===== config.mk =====
export PLATFORM = sky130hd
export DESIGN_NAME = scan_disk_scheduler
export DESIGN_NICKNAME = d
export VERILOG_FILES = /design/src/rtl/core/scd_pkg.sv /design/src/rtl/core/scd_store.sv /design/src/rtl/core/scan_disk_scheduler.sv
export SDC_FILE = /design/constraint.sdc
export NUM_CORES = 1
export LEC_CHECK = 0
export BUFFER_PORTS_ARGS = -buffer_cell sky130_fd_sc_hd__buf_2
export CELL_PAD_IN_SITES_DETAIL_PLACEMENT = 0
export CELL_PAD_IN_SITES_GLOBAL_PLACEMENT = 1
export CORE_UTILIZATION = 49
export DETAILED_ROUTE_END_ITERATION = 10
export PLACE_DENSITY_LB_ADDON = 0.1
export SLEW_MARGIN = 20
export SYNTH_ARGS = -nofsm -noshare
export SYNTH_HDL_FRONTEND = slang
export SYNTH_HIERARCHICAL = 1
export SYNTH_SLANG_ARGS = --single-unit

===== constraint.sdc =====
create_clock -name clk -period 4.7 [get_ports clk]
set_clock_uncertainty 0.05 [all_clocks]
set_input_delay 0.47 -clock clk [delete_from_list [all_inputs] [get_ports clk]]
set_output_delay 0.47 -clock clk [all_outputs]
set_load 0.1 [all_outputs]

===== src/rtl/core/scd_pkg.sv =====
package scd_pkg;

    localparam int CYL_W     = 16;
    localparam int SEEK_W    = 17;
    localparam int KEY_W     = CYL_W + 2;
    localparam int CFG_IDX_W = 2;

    localparam logic [SEEK_W-1:0] SEEK_MAX = 17'h1FFFF;

    // register indexes of the write port
    localparam logic [CFG_IDX_W-1:0] REG_DISK_END = 2'd0;
    localparam logic [CFG_IDX_W-1:0] REG_SWEEP_UP = 2'd1;

    // request kinds
    localparam logic REQ_LOAD = 1'b0;
    localparam logic REQ_RUN  = 1'b1;

    // service classes, lowest served first
    localparam logic [1:0] CLS_HEAD   = 2'd0;
    localparam logic [1:0] CLS_FIRST  = 2'd1;
    localparam logic [1:0] CLS_SECOND = 2'd2;

    typedef struct packed {
        logic wr_en;
        logic rd_en;
        logic clr;
        logic mark;
    } store_ctrl_t;

    // Rank of a cylinder in SCAN service order; the smallest key goes next.
    function automatic logic [KEY_W-1:0] rank_key(
        input logic [CYL_W-1:0] v,
        input logic [CYL_W-1:0] head,
        input logic             up
    );
        logic [KEY_W-1:0] k;
        if (v == head) begin
            k = {CLS_HEAD, {CYL_W{1'b0}}};
        end else if (up) begin
            k = (v > head) ? {CLS_FIRST, v} : {CLS_SECOND, ~v};
        end else begin
            k = (v < head) ? {CLS_FIRST, ~v} : {CLS_SECOND, v};
        end
        return k;
    endfunction

endpackage


===== src/rtl/core/scd_store.sv =====
module scd_store
    import scd_pkg::*;
#(
    parameter int DEPTH = 32,
    parameter int IDX_W = 5
) (
    input  logic              clk,
    input  logic              rst_n,
    input  store_ctrl_t       ctrl,
    input  logic [IDX_W-1:0]  wr_addr,
    input  logic [CYL_W-1:0]  wr_data,
    input  logic [IDX_W-1:0]  rd_addr,
    input  logic [IDX_W-1:0]  mark_addr,
    output logic [CYL_W-1:0]  rd_data,
    output logic              rd_served
);

    logic [CYL_W-1:0] mem [DEPTH];
    logic [DEPTH-1:0] served_reg;
    logic [CYL_W-1:0] rd_data_reg;
    logic             rd_served_reg;

    always_ff @(posedge clk)
    begin
        if (ctrl.wr_en)
        begin
            mem[wr_addr] <= wr_data;
        end
        if (ctrl.rd_en)
        begin
            rd_data_reg <= mem[rd_addr];
        end
    end

    // served flags: clear at run start, set per emitted request
    always_ff @(posedge clk or negedge rst_n)
    begin
        if (!rst_n)
        begin
            served_reg    <= '0;
            rd_served_reg <= 1'b0;
        end
        else
        begin
            if (ctrl.clr)
            begin
                served_reg <= '0;
            end
            else if (ctrl.mark)
            begin
                served_reg[mark_addr] <= 1'b1;
            end
            if (ctrl.rd_en)
            begin
                rd_served_reg <= served_reg[rd_addr];
            end
        end
    end

    assign rd_data   = rd_data_reg;
    assign rd_served = rd_served_reg;

endmodule


===== src/rtl/core/scan_disk_scheduler.sv =====
// SCAN (elevator) disk scheduler.
// A run with N stored requests emits N+1 results; for N > 0 each step reads every stored
// entry in turn through the single read port, compares each entry read, makes an end-of-scan
// check and emits; for N = 0 each step is an end-of-scan check and an emit.
// busy holds for all N+1 steps and drops as the last result appears; results cannot stall.
// Reset: request count cleared, disk_end = 65535, sweep_up = 1.
module scan_disk_scheduler
    import scd_pkg::*;
#(
    parameter int MAX_REQUESTS = 32
) (
    input  logic                 clk,
    input  logic                 rst_n,
    input  logic                 start,
    output logic                 busy,
    input  logic                 req_type,
    input  logic [CYL_W-1:0]     cylinder,
    output logic                 result_valid,
    output logic [CYL_W-1:0]     position,
    output logic [SEEK_W-1:0]    seek_total,
    output logic                 last,
    input  logic                 wr_en,
    input  logic [CFG_IDX_W-1:0] wr_index,
    input  logic [CYL_W-1:0]     wr_data
);

    localparam int IDX_W = (MAX_REQUESTS > 1) ? $clog2(MAX_REQUESTS) : 1;
    localparam int CNT_W = $clog2(MAX_REQUESTS + 1);
    localparam int REM_W = $clog2(MAX_REQUESTS + 2);

    localparam logic [1:0] ST_IDLE = 2'd0;
    localparam logic [1:0] ST_SCAN = 2'd1;
    localparam logic [1:0] ST_EMIT = 2'd2;

    // configuration
    logic [CYL_W-1:0]  disk_end_reg;
    logic              sweep_up_reg;

    // control
    logic [1:0]        state_reg, state_next;
    logic [CNT_W-1:0]  count_reg, count_next;
    logic [CNT_W-1:0]  run_cnt_reg, run_cnt_next;
    logic [CNT_W-1:0]  rd_idx_reg, rd_idx_next;
    logic              cmp_valid_reg, cmp_valid_next;
    logic [IDX_W-1:0]  cmp_idx_reg;
    logic [REM_W-1:0]  remain_reg, remain_next;
    logic              end_served_reg, end_served_next;
    logic              result_valid_reg, result_valid_next;

    // payload
    logic [CYL_W-1:0]  head_reg, head_next;
    logic [CYL_W-1:0]  pos_reg, pos_next;
    logic [SEEK_W-1:0] total_reg, total_next;
    logic              last_reg, last_next;
    logic              best_valid_reg, best_valid_next;
    logic              best_is_end_reg, best_is_end_next;
    logic [KEY_W-1:0]  best_key_reg, best_key_next;
    logic [CYL_W-1:0]  best_cyl_reg, best_cyl_next;
    logic [IDX_W-1:0]  best_idx_reg, best_idx_next;

    // store interface
    store_ctrl_t       st_ctrl;
    logic [CYL_W-1:0]  st_rd_data;
    logic              st_rd_served;

    logic              accept;
    logic [CYL_W-1:0]  end_cyl;
    logic [KEY_W-1:0]  end_key;
    logic [KEY_W-1:0]  cand_key;
    logic [CYL_W-1:0]  seek_step;
    logic [SEEK_W:0]   seek_sum;

    scd_store #(
        .DEPTH (MAX_REQUESTS),
        .IDX_W (IDX_W)
    ) u_store (
        .clk       (clk),
        .rst_n     (rst_n),
        .ctrl      (st_ctrl),
        .wr_addr   (count_reg[IDX_W-1:0]),
        .wr_data   (cylinder),
        .rd_addr   (rd_idx_reg[IDX_W-1:0]),
        .mark_addr (best_idx_reg),
        .rd_data   (st_rd_data),
        .rd_served (st_rd_served)
    );

    assign accept = start && !busy;

    // The end point is a virtual request that never lives in the memory.
    assign end_cyl  = sweep_up_reg ? disk_end_reg : '0;
    assign end_key  = sweep_up_reg ? {CLS_FIRST, disk_end_reg} : {CLS_FIRST, {CYL_W{1'b1}}};
    assign cand_key = rank_key(st_rd_data, head_reg, sweep_up_reg);

    // Seek step toward the selected cylinder; the running total saturates at SEEK_MAX.
    assign seek_step = (best_cyl_reg >= pos_reg) ? (best_cyl_reg - pos_reg)
                                                 : (pos_reg - best_cyl_reg);
    assign seek_sum  = {1'b0, total_reg} + {{(SEEK_W + 1 - CYL_W){1'b0}}, seek_step};

    always_ff @(posedge clk or negedge rst_n)
    begin
        if (!rst_n)
        begin
            disk_end_reg <= {CYL_W{1'b1}};
            sweep_up_reg <= 1'b1;
        end
        else if (wr_en)
        begin
            if (wr_index == REG_DISK_END)
            begin
                disk_end_reg <= wr_data;
            end
            else if (wr_index == REG_SWEEP_UP)
            begin
                sweep_up_reg <= wr_data[0];
            end
        end
    end

    always_comb
    begin
        state_next        = state_reg;
        count_next        = count_reg;
        run_cnt_next      = run_cnt_reg;
        rd_idx_next       = rd_idx_reg;
        cmp_valid_next    = 1'b0;
        remain_next       = remain_reg;
        end_served_next   = end_served_reg;
        result_valid_next = 1'b0;
        head_next         = head_reg;
        pos_next          = pos_reg;
        total_next        = total_reg;
        last_next         = last_reg;
        best_valid_next   = best_valid_reg;
        best_is_end_next  = best_is_end_reg;
        best_key_next     = best_key_reg;
        best_cyl_next     = best_cyl_reg;
        best_idx_next     = best_idx_reg;
        st_ctrl           = '0;

        unique case (state_reg)
            ST_IDLE:
            begin
                if (accept && req_type == REQ_LOAD)
                begin
                    // drop loads once the store is full
                    if (count_reg < CNT_W'(MAX_REQUESTS))
                    begin
                        st_ctrl.wr_en = 1'b1;
                        count_next    = count_reg + CNT_W'(1);
                    end
                end
                else if (accept && req_type == REQ_RUN)
                begin
                    run_cnt_next     = count_reg;
                    count_next       = '0;
                    remain_next      = REM_W'(count_reg) + REM_W'(1);
                    head_next        = cylinder;
                    pos_next         = cylinder;
                    total_next       = '0;
                    end_served_next  = 1'b0;
                    st_ctrl.clr      = 1'b1;
                    rd_idx_next      = '0;
                    best_valid_next  = 1'b1;
                    best_is_end_next = 1'b1;
                    best_key_next    = end_key;
                    best_cyl_next    = end_cyl;
                    state_next       = ST_SCAN;
                end
            end

            ST_SCAN:
            begin
                // issue one read per cycle, compare the entry read last cycle
                if (rd_idx_reg < run_cnt_reg)
                begin
                    st_ctrl.rd_en  = 1'b1;
                    rd_idx_next    = rd_idx_reg + CNT_W'(1);
                    cmp_valid_next = 1'b1;
                end
                if (cmp_valid_reg && !st_rd_served &&
                    (!best_valid_reg || cand_key < best_key_reg))
                begin
                    best_valid_next  = 1'b1;
                    best_is_end_next = 1'b0;
                    best_key_next    = cand_key;
                    best_cyl_next    = st_rd_data;
                    best_idx_next    = cmp_idx_reg;
                end
                if (!(rd_idx_reg < run_cnt_reg) && !cmp_valid_reg)
                begin
                    state_next = ST_EMIT;
                end
            end

            ST_EMIT:
            begin
                result_valid_next = 1'b1;
                pos_next          = best_cyl_reg;
                total_next        = (seek_sum > {1'b0, SEEK_MAX}) ? SEEK_MAX
                                                                  : seek_sum[SEEK_W-1:0];
                last_next         = (remain_reg == REM_W'(1));
                remain_next       = remain_reg - REM_W'(1);
                if (best_is_end_reg)
                begin
                    end_served_next = 1'b1;
                end
                else
                begin
                    st_ctrl.mark = 1'b1;
                end
                // rearm the search for the next step
                rd_idx_next      = '0;
                best_valid_next  = !(best_is_end_reg || end_served_reg);
                best_is_end_next = 1'b1;
                best_key_next    = end_key;
                best_cyl_next    = end_cyl;
                state_next       = (remain_reg == REM_W'(1)) ? ST_IDLE : ST_SCAN;
            end

            default:
            begin
                state_next = ST_IDLE;
            end
        endcase
    end

    always_ff @(posedge clk or negedge rst_n)
    begin
        if (!rst_n)
        begin
            state_reg        <= ST_IDLE;
            count_reg        <= '0;
            run_cnt_reg      <= '0;
            rd_idx_reg       <= '0;
            cmp_valid_reg    <= 1'b0;
            remain_reg       <= '0;
            end_served_reg   <= 1'b0;
            result_valid_reg <= 1'b0;
            best_valid_reg   <= 1'b0;
            best_is_end_reg  <= 1'b0;
        end
        else
        begin
            state_reg        <= state_next;
            count_reg        <= count_next;
            run_cnt_reg      <= run_cnt_next;
            rd_idx_reg       <= rd_idx_next;
            cmp_valid_reg    <= cmp_valid_next;
            remain_reg       <= remain_next;
            end_served_reg   <= end_served_next;
            result_valid_reg <= result_valid_next;
            best_valid_reg   <= best_valid_next;
            best_is_end_reg  <= best_is_end_next;
        end
    end

    always_ff @(posedge clk)
    begin
        cmp_idx_reg  <= rd_idx_reg[IDX_W-1:0];
        head_reg     <= head_next;
        pos_reg      <= pos_next;
        total_reg    <= total_next;
        last_reg     <= last_next;
        best_key_reg <= best_key_next;
        best_cyl_reg <= best_cyl_next;
        best_idx_reg <= best_idx_next;
    end

    assign busy         = (state_reg != ST_IDLE);
    assign result_valid = result_valid_reg;
    assign position     = pos_reg;
    assign seek_total   = total_reg;
    assign last         = last_reg;

    // A run ends only with its final result transaction.
    a_busy_end_last: assert property (@(posedge clk) disable iff (!rst_n)
        $fell(busy) |-> (result_valid && last))
        else $error("run ended without a last result");

    // The request store is empty once a run has delivered its last result.
    a_store_emptied: assert property (@(posedge clk) disable iff (!rst_n)
        (result_valid && last) |-> (count_reg == '0))
        else $error("request count not cleared after run");

    // A run transaction always makes the block busy.
    a_run_busy: assert property (@(posedge clk) disable iff (!rst_n)
        (start && !busy && req_type == REQ_RUN) |=> busy)
        else $error("run transaction did not start a scan");

    // Every scan step ends with a selected entry to emit.
    a_emit_has_best: assert property (@(posedge clk) disable iff (!rst_n)
        (state_reg == ST_EMIT) |-> best_valid_reg)
        else $error("emit step without a selected request");

endmodule

==> flow_summary.yaml <==
critical_path:
  r2r-end: "seek_total[3]"
  critPathMaxStageDelay_ns: 0.40
  crit_buf_inv: 4
  slowest_stage: "edfxtp_1"
  cp.arrival_ns: 4.92
  cp_max_fo: 6
  path_delay_family: "compound AO/OA/AOI/OAI gates"
  worstSetupPathDepth: 19
  path_cells: "inv_2, ha_4, inv_2, fa_2, a21oi_4, o211ai_1, a31o_2, o311ai_4, buf_12, mux2i_1, xnor2_1, ha_1, nand3_2, a31oi_2, o41a_1, o311a_1, o21ai_2, buf_4, a21oi_1"
  setup.worst_path.start_class: "flop"
  r2r_cells: 19
  cp_common_cell: "inv_2"
  criticalPathCategory: "reg2reg"
  required_ns: 4.98
  end_kind: "flop"
  reg2reg_slack_ns: 0.07
  timing.rr.start: "best_cyl_reg[0]"
cts:
  clkTransAtPathRegs_ns: 0.06
  cts_tree: "yes"
  cts-htree-levels: 3
  cts_made_buffers: 76
  cts_sinks: 703
  clockRootBuffer: "clkbuf_16"
  clock_path_buffers: 3
  clk_latency_ns: 0.63
yosys:
  synth_fa_ha_area_share_pct: 3.85
  syn_area_sq_um: 30800
  synthMuxAreaShare_pct: 13.7
  synth_top_family_by_area: "multiplexers"
  yosysSeqAreaShare_pct: 67.1
  syn_area_per_cell_sq_um: 16.3
  synth_compound_area_share_pct: 6.11
  synth_cell_types: 76
  ys.warnings.count: 6
  synthFlopType: "edfxtp_1"
  synth_edf_count: 617
  ys_ff_latch: 703
  syn_inst: 1893
  synth-simple-area-share_pct: 5.34
  syn-num-nets: 2025
  synth-xor-area-share_pct: 1.31
  async_reset_ff_share_pct: 11.5
  synth.top_cell.area_share_pct: 60.2
  synthTopCellsByArea: "edfxtp_1 60%, mux4_2 12%, dfrtp_1 5.2%"
  yosysTopAreaCell: "edfxtp_1"
sta:
  drv_slew: 0
  final_hold_viol_count: 0
  hold_slack_ns: 0.0400
  tightestPinTransition_ns: 0.980
  max_freq_mhz: 216
  rsz0062_at_grt: "yes"
  layout_setup_ws_ns: 0.0674
  min_period_ns: 4.63
  slew-limit-headroom_pct: 34.6
  period_share_pct: 98.6
  setup_violations: 0
final_layout:
  seq_area_sq_um: 20700
  final_common_cell: "edfxtp_1"
  multiInputGateArea_sq_um: 9570
  drive_above_1_share_pct: 25.8
  design_area_sq_um: 35200
  final_cell_mix: "617 x edfxtp_1, 160 x mux4_2, 98 x nand2_1, 95 x nor2_1, 89 x a21oi_1"
  final_net_count: 2165
  fill_cells: 4891
  areaGrowthSynthToFinish_pct: 14.3
  largest_reg_flops: 512
grt:
  grt_usage_pct: 23.9
  grt_pass1_vias: 17200
  antenna_found_initial: 8
  grt_overflow: 0
  grt_pass1_wl_mm: 111
  grt_max_degree: 137
power_and_ir_drop:
  ir_worst_vdd_uv: 516
  power.density_nw_per_um2: 627
  power.leakage_uw: 0.0125
placement:
  preCtsSetupSlack_ns: 0.0174
  dpl.hpwl_mm: 44.9
  placed_area_sq_um: 32500
  routabilityCongestion: 0.828
  portBuffers: 74
detailed_routing:
  vias_per_cell: 5.83
  drc: 0
  vias: 17100
  routedWlPerCell_um: 25.4
  dr.pass1.iters: 5
  wl_mm: 74.4
  first_iter_violations: 1346
  ant_nets: 0
floorplan:
  pin_count: 75
  initial_core_util_pct: 49.7
  fp.dieW_um: 253
  coreArea_sq_um: 61900
  rows: 91
  die_height_um: 253
  die_area_sq_um: 63900
min_path:
  min_path_type: "in2reg"
  min-delay-start: "wr_data[10]"
  min_path_cells: 2
  hold_end: "disk_end_reg[10]"
run:
  max_cap_viol_count: 0
run_status:
  outcome: "complete, no violations"
==> Yosys cell counts (5+ instances only) <==
cell type / instances
nor2_1: 125
and2_1: 5
ha_1: 90
inv_1: 90
mux2i_1: 23
mux2_2: 33
nand2b_1: 14
a211oi_1: 13
nand3b_1: 9
o21ai_0: 82
and3_1: 6
dfxtp_1: 5
xor2_1: 33
buf_2: 18
xnor2_1: 13
a31oi_1: 13
nor3_1: 7
a21o_1: 19
nand4_1: 13
clkbuf_1: 57
nand3_1: 38
nor2b_1: 9
and3b_1: 5
a21oi_1: 91
o31a_1: 17
nor3b_1: 6
dfstp_2: 17
buf_1: 9
o21a_1: 6
dfrtp_1: 64
o211ai_1: 8
edfxtp_1: 617
buf_6: 8
or3_1: 5
mux4_2: 160
nand2_1: 98
o31ai_1: 6
==> timing repair <==
action                                  4_1_cts  5_1_grt
buffers inserted                              0        9
gates resized for setup                       0       24
hold buffers                                  1        0
endpoints found under the hold margin        34        0
endpoints found under the setup margin        0       17
==> metrics by stage <==
stage / power (uW) / utilization, % / setup TNS, ns / cells
finish: 22100 / 56.8 / 0 / 2931
global route: 23300 / 56.8 / -1.10 / 2930
CTS: 21900 / 56.5 / 0 / 2918
detailed placement: 16000 / 52.5 / 0 / 2779
global placement: 15900 / 52.5 / 0 / 2779
floorplan: 13700 / - / -4.06 / 1893
==> report_power, final <==
part	leakage, uW	switching, uW	total [uW]	internal (uW)
Clock	0.00120	2440	5870	3430
Sequential	0.00647	355	7820	7460
Combinational	0.00484	4530	8400	3870
Total	0.0125	7320	22100	14800
==> layer usage <==
metal  wire [um]  part of all wire, %  track usage [%]  vias to the layer above
met5          72                0.097                0                        -
met4        2050                  2.8             7.29                       12
met3        4050                  5.4             4.45                      118
met2       36600                   49             39.0                      443
met1       31600                   42             32.6                     8856
li1            -                    -                -                     7654
==> cell type report <==
| cell class | instances | share of cell area (%) |
|---|---|---|
| sequential | 703 | 58.8 |
| multi-input combinational | 1005 | 27.2 |
| clock buffer | 104 | 6.08 |
| timing repair buffer | 156 | 3.10 |
| tap | 837 | 2.97 |
| inverter | 91 | 0.974 |
| clock inverter | 34 | 0.920 |
| antenna | 1 | 0.00711 |
==> logic make-up (layout without fill, tap and decap cells) <==
| family | after synthesis | in the layout |
|---|---|---|
| AOI/OAI and AO/OA | 297 | 297 |
| xor gates and xnor gates | 46 | 46 |
| adders and majority gates | 93 | 93 |
| buffers and inverters | 185 | 385 |
| DFF | 703 | 703 |
| muxes | 217 | 217 |
| other | 0 | 1 |
| and+or+nand+nor | 352 | 352 |
==> worst max path at each step <==
stage                    start              to  slack (ns)
2_1_floorplan      position[0]  seek_total[10]       -0.27
3_3_place_gp   best_cyl_reg[0]  seek_total[10]        0.10
3_5_place_dp   best_cyl_reg[0]  seek_total[12]        0.02
4_1_cts        best_cyl_reg[0]  seek_total[12]       0.005
5_1_grt        best_cyl_reg[0]   seek_total[4]       -0.10
6_report       best_cyl_reg[0]   seek_total[3]        0.07
(Power assumes the default switching activity.)
